### src/sv/vpc_pkg.sv
// Package for the volume pot controller: command and register codes, controller states,
// the controller/datapath interface structs and the volume-to-wiper curve.
// No dependencies.
package vpc_pkg;

   localparam int CURVE_ENTRIES = 21;
   localparam int IDX_W         = 5;
   localparam int VOL_W         = 7;
   localparam int POT_W         = 8;
   localparam int CSR_IDX_W     = 3;
   localparam int CSR_DATA_W    = 8;
   localparam int REQ_DATA_W    = 8;
   localparam int RSP_DATA_W    = 40;
   localparam int RSP_USER_W    = 2;

   localparam logic [VOL_W-1:0] VOL_LIMIT  = 7'd100;
   localparam logic [POT_W-1:0] FADE_START = 8'd255;
   localparam logic [POT_W-1:0] FADE_STEP  = 8'd5;

   localparam logic [2:0] OP_SET    = 3'd0;
   localparam logic [2:0] OP_UP     = 3'd1;
   localparam logic [2:0] OP_DOWN   = 3'd2;
   localparam logic [2:0] OP_MUTE   = 3'd3;
   localparam logic [2:0] OP_UNMUTE = 3'd4;
   localparam logic [2:0] OP_TOGGLE = 3'd5;

   localparam logic [CSR_IDX_W-1:0] CSR_SMALL_STEP  = 3'd0;
   localparam logic [CSR_IDX_W-1:0] CSR_BIG_STEP    = 3'd1;
   localparam logic [CSR_IDX_W-1:0] CSR_VOLUME_MAX  = 3'd2;
   localparam logic [CSR_IDX_W-1:0] CSR_VOLUME_MIN  = 3'd3;
   localparam logic [CSR_IDX_W-1:0] CSR_MUTE_LEVEL  = 3'd4;
   localparam logic [CSR_IDX_W-1:0] CSR_POT_COMMAND = 3'd5;

   typedef enum logic [1:0] {
      ST_IDLE,
      ST_EXEC,
      ST_LOOKUP,
      ST_EMIT
   } state_type;

   typedef struct packed {
      logic load_req;
      logic exec;
      logic lookup;
      logic emit;
   } vpc_cmd_type;

   typedef struct packed {
      logic noop;
      logic out_free;
      logic last;
   } vpc_sts_type;

   function automatic logic [POT_W-1:0] curve_lookup(input logic [IDX_W-1:0] idx);
      logic [POT_W-1:0] val;
      case (idx)
         5'd0:    val = 8'd255;
         5'd1:    val = 8'd205;
         5'd2:    val = 8'd205;
         5'd3:    val = 8'd205;
         5'd4:    val = 8'd204;
         5'd5:    val = 8'd203;
         5'd6:    val = 8'd201;
         5'd7:    val = 8'd199;
         5'd8:    val = 8'd195;
         5'd9:    val = 8'd190;
         5'd10:   val = 8'd184;
         5'd11:   val = 8'd175;
         5'd12:   val = 8'd165;
         5'd13:   val = 8'd156;
         5'd14:   val = 8'd142;
         5'd15:   val = 8'd126;
         5'd16:   val = 8'd107;
         5'd17:   val = 8'd85;
         5'd18:   val = 8'd60;
         5'd19:   val = 8'd32;
         default: val = 8'd0;
      endcase
      return val;
   endfunction

endpackage

### src/sv/volume_pot_controller.sv
// Sequence: a request is taken in ST_IDLE, ST_EXEC updates the volume, ST_LOOKUP looks up
// the curve, and each response is registered in ST_EMIT.
// One request at a time; ST_EMIT gives one response per cycle unless the single response
// register is stalled, with up to 51 responses during the startup fade.
// A redundant force or an unknown opcode gives no response.
// Synchronous active-high reset restores the register defaults and the startup state.
module volume_pot_controller import vpc_pkg::*; (
   input  logic                  clock,
   input  logic                  reset,
   input  logic                  req_tvalid,
   output logic                  req_tready,
   input  logic [REQ_DATA_W-1:0] req_tdata,  // set_value[6:0], use_small_step[7]
   input  logic [2:0]            req_tuser,  // opcode[2:0]
   output logic                  rsp_tvalid,
   input  logic                  rsp_tready,
   // pot_value[7:0], spi_frame[23:8], saved_volume[30:24], saved_mute[31],
   // reported_volume[38:32], zero[39]
   output logic [RSP_DATA_W-1:0] rsp_tdata,
   output logic [RSP_USER_W-1:0] rsp_tuser,  // pot_write[0], save_write[1]
   output logic                  rsp_tlast,
   input  logic                  csr_valid,
   output logic                  csr_ready,
   input  logic [CSR_IDX_W-1:0]  csr_index,
   input  logic [CSR_DATA_W-1:0] csr_data
);

   vpc_cmd_type cmd;
   vpc_sts_type sts;

   assign csr_ready = 1'b1;

   vpc_ctrl u_ctrl (
      .clock      (clock),
      .reset      (reset),
      .req_tvalid (req_tvalid),
      .req_tready (req_tready),
      .sts        (sts),
      .cmd        (cmd)
   );

   vpc_dpath u_dpath (
      .clock      (clock),
      .reset      (reset),
      .req_tuser  (req_tuser),
      .req_tdata  (req_tdata),
      .csr_valid  (csr_valid),
      .csr_index  (csr_index),
      .csr_data   (csr_data),
      .rsp_tvalid (rsp_tvalid),
      .rsp_tready (rsp_tready),
      .rsp_tdata  (rsp_tdata),
      .rsp_tuser  (rsp_tuser),
      .rsp_tlast  (rsp_tlast),
      .cmd        (cmd),
      .sts        (sts)
   );

endmodule

### src/sv/vpc_ctrl.sv
// Controller state machine of the volume pot controller.
// Depends on vpc_pkg; drives the datapath through vpc_cmd_type and reads vpc_sts_type.
module vpc_ctrl import vpc_pkg::*; (
   input  logic        clock,
   input  logic        reset,
   input  logic        req_tvalid,
   output logic        req_tready,
   input  vpc_sts_type sts,
   output vpc_cmd_type cmd
);

   state_type state_ff;
   state_type state_in;

   always_ff @(posedge clock) begin
      if (reset) begin
         state_ff <= ST_IDLE;
      end else begin
         state_ff <= state_in;
      end
   end

   always_comb begin
      state_in = state_ff;
      unique case (state_ff)
         ST_IDLE: begin
            if (req_tvalid) begin
               state_in = ST_EXEC;
            end
         end
         ST_EXEC: begin
            state_in = sts.noop ? ST_IDLE : ST_LOOKUP;
         end
         ST_LOOKUP: begin
            state_in = ST_EMIT;
         end
         ST_EMIT: begin
            if (sts.out_free && sts.last) begin
               state_in = ST_IDLE;
            end
         end
         default: begin
            state_in = ST_IDLE;
         end
      endcase
   end

   always_comb begin
      req_tready   = 1'b0;
      cmd          = '0;
      unique case (state_ff)
         ST_IDLE: begin
            req_tready   = 1'b1;
            cmd.load_req = req_tvalid;
         end
         ST_EXEC: begin
            cmd.exec = 1'b1;
         end
         ST_LOOKUP: begin
            cmd.lookup = 1'b1;
         end
         ST_EMIT: begin
            cmd.emit = sts.out_free;
         end
         default: begin
            cmd = '0;
         end
      endcase
   end

endmodule

### src/sv/vpc_dpath.sv
// Datapath of the volume pot controller: registers, volume update, curve lookup,
// startup fade and the result register. Depends on vpc_pkg.
module vpc_dpath import vpc_pkg::*; (
   input  logic                  clock,
   input  logic                  reset,
   input  logic [2:0]            req_tuser,
   input  logic [REQ_DATA_W-1:0] req_tdata,
   input  logic                  csr_valid,
   input  logic [CSR_IDX_W-1:0]  csr_index,
   input  logic [CSR_DATA_W-1:0] csr_data,
   output logic                  rsp_tvalid,
   input  logic                  rsp_tready,
   output logic [RSP_DATA_W-1:0] rsp_tdata,
   output logic [RSP_USER_W-1:0] rsp_tuser,
   output logic                  rsp_tlast,
   input  vpc_cmd_type           cmd,
   output vpc_sts_type           sts
);

   logic [VOL_W-1:0] small_step_ff, big_step_ff, volume_max_ff, volume_min_ff, mute_level_ff;
   logic [POT_W-1:0] pot_command_ff;

   logic [2:0]       op_ff;
   logic [VOL_W-1:0] set_value_ff;
   logic             small_ff;

   logic [VOL_W-1:0] volume_ff, volume_in;
   logic [VOL_W-1:0] premute_ff, premute_in;
   logic             muted_ff, muted_in;
   logic             starting_up_ff;
   logic [POT_W-1:0] fade_ff;
   logic [POT_W-1:0] target_ff;

   logic                  rsp_valid_ff;
   logic [RSP_DATA_W-1:0] rsp_data_ff;
   logic [RSP_USER_W-1:0] rsp_user_ff;
   logic                  rsp_last_ff;

   logic [VOL_W-1:0] step, vol_base, set_clamp, set_round;
   logic [VOL_W:0]   up_sum, set_plus;
   logic [15:0]      set_prod;
   logic [IDX_W-1:0] set_quot;
   logic             noop;
   logic [14:0]      vol_prod;
   logic [POT_W-1:0] fade_dec, fade_next;
   logic             res_pw, res_sw, res_last;
   logic [POT_W-1:0] res_pv;
   logic [VOL_W-1:0] res_svol, res_rep;

   always_ff @(posedge clock) begin
      if (reset) begin
         small_step_ff  <= 7'd1;
         big_step_ff    <= 7'd5;
         volume_max_ff  <= VOL_LIMIT;
         volume_min_ff  <= '0;
         mute_level_ff  <= '0;
         pot_command_ff <= '0;
      end else if (csr_valid) begin
         case (csr_index)
            CSR_SMALL_STEP:  small_step_ff  <= csr_data[VOL_W-1:0];
            CSR_BIG_STEP:    big_step_ff    <= csr_data[VOL_W-1:0];
            CSR_VOLUME_MAX:  volume_max_ff  <= csr_data[VOL_W-1:0];
            CSR_VOLUME_MIN:  volume_min_ff  <= csr_data[VOL_W-1:0];
            CSR_MUTE_LEVEL:  mute_level_ff  <= csr_data[VOL_W-1:0];
            CSR_POT_COMMAND: pot_command_ff <= csr_data;
            default: ;
         endcase
      end
   end

   always_ff @(posedge clock) begin
      if (cmd.load_req) begin
         op_ff        <= req_tuser;
         set_value_ff <= req_tdata[VOL_W-1:0];
         small_ff     <= req_tdata[VOL_W];
      end
   end

   assign step     = small_ff ? small_step_ff : big_step_ff;
   assign vol_base = muted_ff ? premute_ff : volume_ff;
   assign up_sum   = {1'b0, vol_base} + {1'b0, step};
   assign set_clamp = (set_value_ff > VOL_LIMIT) ? VOL_LIMIT : set_value_ff;
   assign set_plus  = {1'b0, set_clamp} + 8'd4;
   assign set_prod  = 16'(set_plus * 8'd205);
   assign set_quot  = set_prod[14:10];
   assign set_round = 7'({set_quot, 2'b00}) + 7'(set_quot);

   assign noop = (op_ff > OP_TOGGLE) || ((op_ff == OP_MUTE) && muted_ff) ||
                 ((op_ff == OP_UNMUTE) && !muted_ff);

   always_comb begin
      volume_in  = volume_ff;
      premute_in = premute_ff;
      muted_in   = muted_ff;
      if (cmd.exec && !noop) begin
         case (op_ff)
            OP_SET: begin
               volume_in = set_round;
            end
            OP_UP: begin
               muted_in  = 1'b0;
               volume_in = (up_sum >= {1'b0, volume_max_ff}) ? volume_max_ff : up_sum[VOL_W-1:0];
            end
            OP_DOWN: begin
               muted_in  = 1'b0;
               volume_in = (vol_base < step) ? volume_min_ff : vol_base - step;
            end
            OP_MUTE, OP_UNMUTE, OP_TOGGLE: begin
               if (muted_ff) begin
                  muted_in  = 1'b0;
                  volume_in = premute_ff;
               end else begin
                  muted_in   = 1'b1;
                  premute_in = volume_ff;
                  volume_in  = mute_level_ff;
               end
            end
            default: ;
         endcase
      end
   end

   assign vol_prod = 15'(volume_ff * 8'd205);

   assign fade_dec  = (fade_ff >= FADE_STEP) ? fade_ff - FADE_STEP : '0;
   assign fade_next = (fade_dec < target_ff) ? target_ff : fade_dec;

   always_comb begin
      res_pw   = 1'b1;
      res_sw   = 1'b0;
      res_pv   = target_ff;
      res_last = 1'b1;
      if (starting_up_ff) begin
         if (fade_ff <= target_ff) begin
            res_pw = 1'b0;
            res_pv = '0;
         end else begin
            res_pv   = fade_next;
            res_last = (fade_next == target_ff);
         end
      end else begin
         res_sw = 1'b1;
      end
      res_svol = res_sw ? (muted_ff ? premute_ff : volume_ff) : '0;
      res_rep  = res_last ? volume_ff : '0;
   end

   always_ff @(posedge clock) begin
      if (reset) begin
         volume_ff      <= '0;
         premute_ff     <= '0;
         muted_ff       <= 1'b0;
         starting_up_ff <= 1'b1;
         fade_ff        <= FADE_START;
         rsp_valid_ff   <= 1'b0;
      end else begin
         volume_ff  <= volume_in;
         premute_ff <= premute_in;
         muted_ff   <= muted_in;
         if (cmd.emit) begin
            rsp_valid_ff <= 1'b1;
            if (starting_up_ff && res_pw) begin
               fade_ff <= fade_next;
            end
            if (res_last) begin
               starting_up_ff <= 1'b0;
            end
         end else if (rsp_tready) begin
            rsp_valid_ff <= 1'b0;
         end
      end
   end

   always_ff @(posedge clock) begin
      if (cmd.lookup) begin
         target_ff <= curve_lookup(vol_prod[14:10]);
      end
      if (cmd.emit) begin
         rsp_data_ff <= {1'b0, res_rep, res_sw & muted_ff, res_svol,
                         res_pw ? pot_command_ff : 8'd0, res_pv, res_pv};
         rsp_user_ff <= {res_sw, res_pw};
         rsp_last_ff <= res_last;
      end
   end

   assign sts.noop     = noop;
   assign sts.out_free = !rsp_valid_ff || rsp_tready;
   assign sts.last     = res_last;

   assign rsp_tvalid = rsp_valid_ff;
   assign rsp_tdata  = rsp_data_ff;
   assign rsp_tuser  = rsp_user_ff;
   assign rsp_tlast  = rsp_last_ff;

endmodule

### config.mk
export PLATFORM = sky130hd
export DESIGN_NAME = volume_pot_controller
export DESIGN_NICKNAME = d
export VERILOG_FILES = /design/src/sv/vpc_pkg.sv /design/src/sv/volume_pot_controller.sv /design/src/sv/vpc_ctrl.sv /design/src/sv/vpc_dpath.sv
export SDC_FILE = /design/constraint.sdc
export NUM_CORES = 1
export LEC_CHECK = 0
export BUFFER_PORTS_ARGS = -buffer_cell sky130_fd_sc_hd__buf_2
export CAP_MARGIN = 20
export CORE_MARGIN = 5
export CORE_UTILIZATION = 40
export DETAILED_ROUTE_END_ITERATION = 6
export GPL_TIMING_DRIVEN = 0
export SLEW_MARGIN = 20
export SYNTH_ARGS = -nofsm -noshare
export SYNTH_HDL_FRONTEND = slang
export SYNTH_HIERARCHICAL = 1
export SYNTH_SLANG_ARGS = --single-unit
### constraint.sdc
create_clock -name clock -period 10.6 [get_ports clock]
set_input_delay 1.59 -clock clock [delete_from_list [all_inputs] [get_ports clock]]
set_output_delay 1.59 -clock clock [all_outputs]
set_load 0.005 [all_outputs]
==> results of run 1 <==
-- metal layers --
metal / track usage / up-vias / wire length (um)
li1: - / 3663 / -
met3: 0.0228 / 22 / 793
met2: 0.281 / 142 / 10200
met5: 0 / - / 0
met4: 0.0503 / 0 / 373
met1: 0.226 / 3369 / 10300
-- worst max path at each step --
stage / to / depth (start not counted)
2_1_floorplan: u_dpath/volume_ff[6] / 26
3_3_place_gp: u_dpath/volume_ff[6] / 26
3_5_place_dp: u_dpath/volume_ff[6] / 26
4_1_cts: u_dpath/volume_ff[6] / 26
5_1_grt: u_dpath/volume_ff[6] / 26
6_report: u_dpath/volume_ff[6] / 26
-- registers in the layout (all words and copies together), names as in the netlist, 8 cells and up, named ones only --
signal                  count
u_dpath/pot_command_ff      8
u_dpath/fade_ff             8
u_dpath/rsp_tdata          31
u_dpath/target_ff           8
-- worst min-delay path, cell delays in order, from the launching register on --
cell and delay (ns):
dfxtp_1 0.30, nand2_1 0.05, a21oi_1 0.05
-- power breakdown --
part	switching (uW)	internal (uW)	total, uW
clock	220	394	614
combinational	578	437	1020
sequential	24.5	523	547
total	823	1350	2180
-- layout by cell type, fill, tap and decap left out, types with 20 or more instances in the layout --
master / count
a21oi_1: 49
buf_2: 72
clkbuf_1: 29
dfxtp_1: 70
edfxtp_1: 53
fa_1: 21
ha_1: 119
inv_1: 104
mux2i_1: 62
nand2_1: 54
nand3_1: 20
nor2_1: 99
nor2b_1: 23
o21ai_0: 29
xnor2_1: 24
-- layout make-up --
type	count	area (um2)
fill	2298	12500
multi-input combinational	720	5750
sequential	123	2990
clock buffer	18	429
tap	319	399
inverter	105	394
timing repair buffer	71	370
buffer	45	220
clock inverter	14	194
-- per-stage QoR --
stage | hold slack [ns] | utilization
final | 0.450 | 0.462
after global routing | 0.464 | 0.462
after CTS | 0.451 | 0.462
after detailed placement | 0.443 | 0.435
after global placement | 0.439 | 0.434
after floorplan | 0.431 | -
-- logic make-up (layout without fill, tap and decap cells) --
kind of cell | after synthesis | in the layout
muxes | 74 | 74
other | 3 | 6
xor gates and xnor gates | 34 | 34
AOI/OAI and AO/OA | 189 | 189
adders and majority gates | 140 | 140
DFF | 123 | 123
and+or+nand+nor | 277 | 277
buffers and inverters | 150 | 253
==> reports/results.ini, run 1 <==
[floorplan]
core_area_mm2 = 0.0233
io_pins = 73
die_x_um = 163
start_util = 0.401
die_area_mm2 = 0.0265
row_count = 56
dieHeight_um = 163

[synthesis]
synth_flop_cell = dfxtp_1
synth_compound_area_frac = 0.148
synth-seq-cells = 123
synth_top_family_by_area = adder cells
synth_common_cells = ha_1, inv_1, nor2_1, dfxtp_1, mux2i_1
syn_inst = 990
synthDistinctLibCells = 77
synthXorXnorAreaFrac = 0.0343
synth_area_leaders = edfxtp_1, ha_1, dfxtp_1, mux2i_1, fa_1
synth_seq_area_share = 0.321
ys_warn_count = 6
syn_area_per_cell_um2 = 9.43
synth_top_area_frac = 0.170
yosys.area_share.simple = 0.145
synthArstFlopShare = 0
yosysMostFrequentCell = ha_1
synth_fa_ha_area_frac = 0.204
synth_edf_count = 53
syn_area_mm2 = 0.00934
yosys-mux-area-fraction = 0.0809
synth_top_area_cell = edfxtp_1

[clock_tree]
clock_latency_ns = 0.42
root_buffer = clkbuf_16
cts_max_level = 4
cts_buffer_depth = 2
postCtsSetupRepairBufs = 0
cts_resized = 0
path_clk_slew_ns = 0.06
numCtsBuffers = 17
hold_buffers = 0
cts.sinks = 123
tritoncts = yes

[sta]
setup_tns_ns = 0
tightest_slew_ns = 0.972
timing.fmax_mhz = 147
finalSetupViolations = 0
min_period_over_period = 0.640
finalClockSkew_ns = 0.0151
timing.final.ws_setup_ns = 3.81
fin_crit_ns = 6.79
rsz0062_at_grt = false
hold_viol_final = 0
slew_headroom = 0.350
slew_viol_final = 0

[critical_path]
path_common_cell = ha_1
worstSetupPathType = reg2reg
reg2reg_depth = 26
crit_required_ns = 10.89
worst-path-buf-inv = 4
slowest_stage = fa_1
regToRegStartpoint = u_dpath/set_value_ff[4]
max_stage_delay_ns = 0.56
end_kind = register
critPathMaxFanout = 8
reg2reg_to = u_dpath/volume_ff[6]
critPathLaunchType = register
worst_path_dominant_cell_family = adder cells
arrival_ns = 7.08
ff2ff_setup_slack_ns = 3.81
cp-startpoint = u_dpath/set_value_ff[4]

[detailed_routing]
route.detailed.wl_per_inst_um = 15.4
drt_iter0_drc = 362
dr.pass1.iters = 5
num_vias = 7196
ant_nets = 0
drc_errors = 0
drt-total-wl_um = 21700
vias_per_cell = 5.09

[placement]
dp_hpwl_um = 17000
gp_congestion = 0.863
place_area_mm2 = 0.0101
port_buffers = 70
dpl_worst_slack_ns = 3.89
numPlacedInstances = 1383

[hold_path]
min-delay-start = u_dpath/pot_command_ff[3]
hold_depth = 2
hold_end = u_dpath/pot_command_ff[3]
holdCritPathClass = reg2reg

[grt]
grtUsageTotal = 0.168
antenna_found_initial = 0
grt_overflow_total = 0
grt_max_degree = 31
grt_pass1_wl_um = 35500
grt_pass1_vias = 6982

[finish]
drive_gt1_frac = 0.143
syn2layout_area_growth_pct = 15.1
fin_cells = 1415
nNetsFinal = 1250
final_area_mm2 = 0.0107
diodes = 0

[outcome]
outcome = complete, no violations

[pwr]
irDropWorstVdd_v = 0.000143
power_uw = 2180
leakagePower_uw = 0.00484
cellPowerDensity_mw_per_mm2 = 203

[job]
cap_violations = 0

No activity file was read; power rests on OpenSTA's default activity.
==> inputs of run 2 (changes only) <==
==> constraint.sdc (replaced) <==
create_clock -name clock -period 6.57 [get_ports clock]
set_input_delay 0.9855 -clock clock [delete_from_list [all_inputs] [get_ports clock]]
set_output_delay 0.9855 -clock clock [all_outputs]
set_load 0.005 [all_outputs]
==> run 2 against run 1 <==
Critical path depth stayed put. Largest power group unchanged. Clock skew is 0.00072 ns higher. Die area stayed put. Routed wire length is 0.95% higher. Sequential cell count stayed put.
==> reports/results.ini, run 2 (synthesis results as in run 1) <==
[pwr]
combPwrFrac = 0.483
power_uw = 3620
swShare = 0.378
irDropWorstVdd_v = 0.000197
clkPwrFrac = 0.273
p_sw_uw = 1370
p_int_uw = 2250
cellPowerDensity_mw_per_mm2 = 335
power_frac_seq = 0.244
leakagePower_uw = 0.00489

[placement]
gp_congestion = 0.863
numPlacedInstances = 1383
dpl_worst_slack_ns = -0.136
port_buffers = 70
dp_hpwl_um = 17000

[sta]
slew_headroom = 0.347
fin_crit_ns = 6.26
finalClockSkew_ns = 0.0158
finalSetupViolations = 0
min_period_over_period = 0.954
setup_tns_ns = 0
slew_viol_final = 0
timing.fmax_mhz = 160
tightest_slew_ns = 0.976
hold_viol_final = 0
timing.final.ws_setup_ns = 0.305

[grt]
grt_overflow_total = 0
grt_pass1_wl_um = 35600
grtUsageTotal = 0.168
antenna_found_initial = 0
grt_pass1_vias = 7003
grt_max_degree = 31

[outcome]
outcome = complete, no violations

[clock_tree]
cts.sinks = 123
numCtsBuffers = 17
hold_buffers = 0
root_buffer = clkbuf_16
clock_latency_ns = 0.42
path_clk_slew_ns = 0.06
cts_buffer_depth = 2
cts_max_level = 4
tritoncts = yes

[critical_path]
critPathMaxFanout = 4
crit_required_ns = 6.87
reg2reg_to = u_dpath/volume_ff[6]
end_kind = register
ff2ff_setup_slack_ns = 0.31
arrival_ns = 6.56
worstSetupPathType = reg2reg
regToRegStartpoint = u_dpath/set_value_ff[4]
reg2reg_depth = 26
critPathLaunchType = register

[floorplan]
die_x_um = 163
dieHeight_um = 163
io_pins = 73
die_area_mm2 = 0.0265
start_util = 0.401
row_count = 56
core_area_mm2 = 0.0233

[detailed_routing]
drt_iter0_drc = 371
wl_met3_um = 792
dr.pass1.iters = 5
vias_per_cell = 5.09
drt-total-wl_um = 21900
drc_errors = 0
routed.top_layer = met4
num_vias = 7244
ant_nets = 0
route.detailed.wl_per_inst_um = 15.4
wl_met2_um = 10400
drt-met1-wl_um = 10400

[job]
cap_violations = 0

[finish]
diodes = 0
final_common_cell = ha_1
drive_gt1_frac = 0.156
fin_cells = 1422
largest_reg_flops = 31
syn2layout_area_growth_pct = 16.1
final_cell_mix = ha_1, inv_1, nor2_1
nNetsFinal = 1257
final_util = 0.466

[hold_path]
holdCritPathClass = reg2reg
hold_end = u_dpath/pot_command_ff[3]
min-delay-start = u_dpath/pot_command_ff[3]
hold_depth = 2

## run 2: metrics by stage
step / area [um2] / hold WS, ns
2_1_floorplan: 9350 / 0.431
3_3_place_gp: 10100 / 0.439
3_5_place_dp: 10100 / 0.443
4_1_cts: 10800 / 0.451
5_1_grt: 10800 / 0.464
6_report: 10800 / 0.450
## run 2: critical path: stages (launching register included)
cell	delay, ns
edfxtp_1	0.43
o211a_1	0.25
or2_2	0.28
ha_1	0.21
a31o_2	0.25
ha_1	0.32
inv_1	0.06
fa_1	0.49
inv_1	0.06
fa_1	0.56
inv_1	0.06
fa_1	0.52
inv_1	0.04
ha_1	0.32
a211oi_2	0.22
nor3b_2	0.09
a311oi_4	0.21
and2b_1	0.22
nor2_2	0.12
xnor2_2	0.14
ha_2	0.22
ha_2	0.22
nor3_1	0.05
a21o_1	0.21
o31a_1	0.30
o21ai_2	0.17
a31oi_1	0.10
## run 2: layer usage
metal / vias up / track usage
met5: - / 0
met4: 0 / 0.0503
met3: 18 / 0.0228
met2: 139 / 0.281
met1: 3408 / 0.226
li1: 3679 / -
## run 2: timing repair
action	4_1_cts	5_1_grt
setup endpoints to repair	1	1
gates resized for setup	0	8
pin swaps	1	4
gates cloned	0	0
buffers inserted	2	5
## run 2: worst max path at each step
stage / start / endpoint / cells past startpoint
5_1_grt: u_dpath/set_value_ff[4] / u_dpath/volume_ff[6] / 26
2_1_floorplan: u_dpath/set_value_ff[4] / u_dpath/volume_ff[6] / 26
6_report: u_dpath/set_value_ff[4] / u_dpath/volume_ff[6] / 26
3_5_place_dp: u_dpath/set_value_ff[4] / u_dpath/volume_ff[6] / 26
3_3_place_gp: u_dpath/set_value_ff[4] / u_dpath/volume_ff[6] / 26
4_1_cts: u_dpath/set_value_ff[4] / u_dpath/volume_ff[6] / 26
## run 2: final cells by class
class / count / area, um2
flip-flops and latches: 123 / 2990
repair buffers: 78 / 423
clock inverters: 14 / 194
well taps: 319 / 399
fillers: 2303 / 12400
multi-input cells: 720 / 5780
plain buffers: 45 / 220
inverters: 105 / 394
clock buffers: 18 / 429
## run 2: power by group through the flow
stage               clock [uW]  sequential, uW  combinational (uW)
floorplan                    0             883                1290
global placement             0             899                1610
detailed placement           0             899                1630
CTS                       1010             883                1670
global route              1050             888                1980
finish                     990             884                1750
==> inputs of run 3 (changes only) <==
--- a/config.mk
+++ b/config.mk
@@ -5,12 +5,14 @@
 export SDC_FILE = /design/constraint.sdc
 export NUM_CORES = 1
 export LEC_CHECK = 0
+export ABC_AREA = 1
 export BUFFER_PORTS_ARGS = -buffer_cell sky130_fd_sc_hd__buf_2
 export CAP_MARGIN = 20
 export CORE_MARGIN = 5
 export CORE_UTILIZATION = 40
 export DETAILED_ROUTE_END_ITERATION = 6
 export GPL_TIMING_DRIVEN = 0
+export PLACE_DENSITY = 0.67
 export SLEW_MARGIN = 20
 export SYNTH_ARGS = -nofsm -noshare
 export SYNTH_HDL_FRONTEND = slang
==> run 3 against run 2 <==
Routed wire length grew 1.6%. Register-to-register slack gained 0.55 ns. Final cell count grew 12%. Clock skew shrank 0.0059 ns. Clock-buffer cell count grew 2. Synthesized cell count grew 22%. First-iteration DRC count grew 40%. Sequential power shrank 2.3%. Critical path type unchanged. Largest power group unchanged.
==> reports/results.ini, run 3 <==
[critical_path]
regToRegStartpoint = u_dpath/set_value_ff[4]
end_kind = register
critPathLaunchType = register
reg2reg_depth = 35
critPathMaxFanout = 6
max_stage_delay_ns = 0.53
arrival_ns = 6.05
path_common_cell = nand2_1
worstSetupPathType = reg2reg
crit_required_ns = 6.91
slowest_stage = fa_1
reg2reg_to = u_dpath/volume_ff[6]
ff2ff_setup_slack_ns = 0.86

[pwr]
irDropWorstVdd_v = 0.000159
cellPowerDensity_mw_per_mm2 = 308
power_frac_seq = 0.265
leakagePower_uw = 0.00534
p_sw_uw = 1290
clkPwrFrac = 0.288
swShare = 0.395
p_int_uw = 1970
combPwrFrac = 0.447
power_uw = 3260

[grt]
grtUsageTotal = 0.174
antenna_found_initial = 0
globalRouteMet3Util = 0.0310
grt.met1_usage = 0.231
busiest_layer = met2
grt_overflow_total = 0
grt_pass1_wl_um = 37300
grt_max_degree = 28
met2_usage = 0.295
grt_pass1_vias = 7847

[synthesis]
synth_area_leaders = edfxtp_1, ha_1, dfxtp_1, nand2_1, inv_1
synth_fa_ha_area_frac = 0.206
synth_common_cells = nand2_1, inv_1, ha_1, nor2_1, nand3_1
yosys-mux-area-fraction = 0
synth-seq-cells = 123
synth_flop_cell = dfxtp_1
synth_compound_area_frac = 0.128
synth_top_area_frac = 0.172
syn_area_mm2 = 0.00925
syn_area_per_cell_um2 = 7.69
synthArstFlopShare = 0
synth_seq_area_share = 0.324
ys_warn_count = 6
yosys.area_share.simple = 0.210
synthDistinctLibCells = 54
yosysMostFrequentCell = nand2_1
synth_edf_count = 53
synth_top_family_by_area = simple AND/OR/NAND/NOR gates
synth_top_area_cell = edfxtp_1
synthXorXnorAreaFrac = 0.0151
syn_inst = 1203

[hold_path]
holdCritPathClass = reg2reg
hold_depth = 2
hold_end = u_dpath/volume_min_ff[4]
min-delay-start = u_dpath/volume_min_ff[4]

[sta]
tightest_slew_ns = 1.14
timing.final.ws_setup_ns = 0.859
finalClockSkew_ns = 0.00991
finalSetupViolations = 0
slew_viol_final = 0
timing.fmax_mhz = 175
setup_tns_ns = 0
hold_viol_final = 0
fin_hold_ws_ns = 0.450
slew_headroom = 0.236
fin_crit_ns = 5.71
min_period_over_period = 0.869
rsz0062_at_grt = false

[clock_tree]
cts_buffer_depth = 2
cts.sinks = 123
numCtsBuffers = 17
tritoncts = yes
clock_latency_ns = 0.42
hold_buffers = 0
cts_resized = 0
path_clk_slew_ns = 0.06
root_buffer = clkbuf_16
cts_max_level = 4
postCtsSetupRepairBufs = 0

[finish]
final_common_cell = nand2_1
num-fill-cells = 2226
syn2layout_area_growth_pct = 14.4
seq_area_mm2 = 0.00299
largest_reg_flops = 31
drive_gt1_frac = 0.118
nNetsFinal = 1463
final_cell_mix = nand2_1, inv_1, ha_1
multi_input_area_mm2 = 0.00521
final_util = 0.466
diodes = 0

[floorplan]
start_util = 0.407
io_pins = 73
row_count = 55
die_area_mm2 = 0.0263
dieHeight_um = 162
core_area_mm2 = 0.0227
die_x_um = 162

[detailed_routing]
num_vias = 8024
vias_per_cell = 5.03
ant_nets = 0
route.detailed.wl_per_inst_um = 14.0
drt-total-wl_um = 22300
drt_iter0_drc = 520
drc_errors = 0
dr.pass1.iters = 5

[placement]
dp_hpwl_um = 17600
gp_congestion = 0.910
port_buffers = 70
dpl_worst_slack_ns = 0.864

[job]
cap_violations = 0

[outcome]
outcome = complete, no violations

==> run 3: final cells by class <==
type,instances,share of cell area
Timing Repair Buffer,71,0.0350
Clock buffer,20,0.0413
Multi-Input combinational cell,823,0.492
Sequential cell,123,0.283
Clock inverter,12,0.0140
Inverter,225,0.0802
Tap cell,285,0.0337
Buffer,35,0.0208
==> run 3: worst max path at each step <==
stage                             from              endpoint  slack (ns)  cells after the start
6_report       u_dpath/set_value_ff[4]  u_dpath/volume_ff[6]        0.86                     35
5_1_grt        u_dpath/set_value_ff[4]  u_dpath/volume_ff[6]        0.24                     35
3_5_place_dp   u_dpath/set_value_ff[4]  u_dpath/volume_ff[6]        0.86                     32
2_1_floorplan  u_dpath/set_value_ff[4]  u_dpath/volume_ff[5]        1.43                     31
4_1_cts        u_dpath/set_value_ff[4]  u_dpath/volume_ff[6]        0.85                     31
3_3_place_gp   u_dpath/set_value_ff[4]  u_dpath/volume_ff[6]        0.97                     31
==> run 3: metrics by stage <==
step / cells / instance area (um2)
2_1_floorplan: 1206 / 9260
3_3_place_gp: 1561 / 9970
3_5_place_dp: 1562 / 10000
4_1_cts: 1594 / 10600
5_1_grt: 1594 / 10600
6_report: 1594 / 10600
==> run 3: per-layer routing <==
layer | vias to the layer above | wire [um] | share of wire
met1 | 3649 | 10100 | 0.45
met4 | 0 | 277 | 0.012
met5 | - | 0 | 0
met2 | 244 | 10500 | 0.47
li1 | 4100 | - | -
met3 | 31 | 1400 | 0.063
==> run 3: cell families (layout without fill, tap and decap cells) <==
| kind of cell | count (synthesis) | in the layout |
|---|---|---|
| AOI/OAI and AO/OA | 212 | 212 |
| xor gates and xnor gates | 16 | 16 |
| adders and majority gates | 140 | 140 |
| buffers and inverters | 260 | 363 |
| DFF | 123 | 123 |
| other | 3 | 6 |
| and+or+nand+nor | 449 | 449 |
==> run 3: power by group through the flow <==
stage	sequential [uW]	clock, uW	combinational (uW)
global placement	880	0	1410
detailed placement	880	0	1450
finish	864	939	1460
CTS	864	950	1460
floorplan	869	0	1130
global route	867	989	1720
==> run 3: critical path: cells and delay by family (launching register included) <==
| kind | cells | cell delay [ns] |
|---|---|---|
| fa+ha+maj | 7 | 2.56 |
| compound gates | 3 | 0.50 |
| flops | 1 | 0.35 |
| simple gates | 16 | 1.58 |
| buf+inv | 9 | 0.64 |
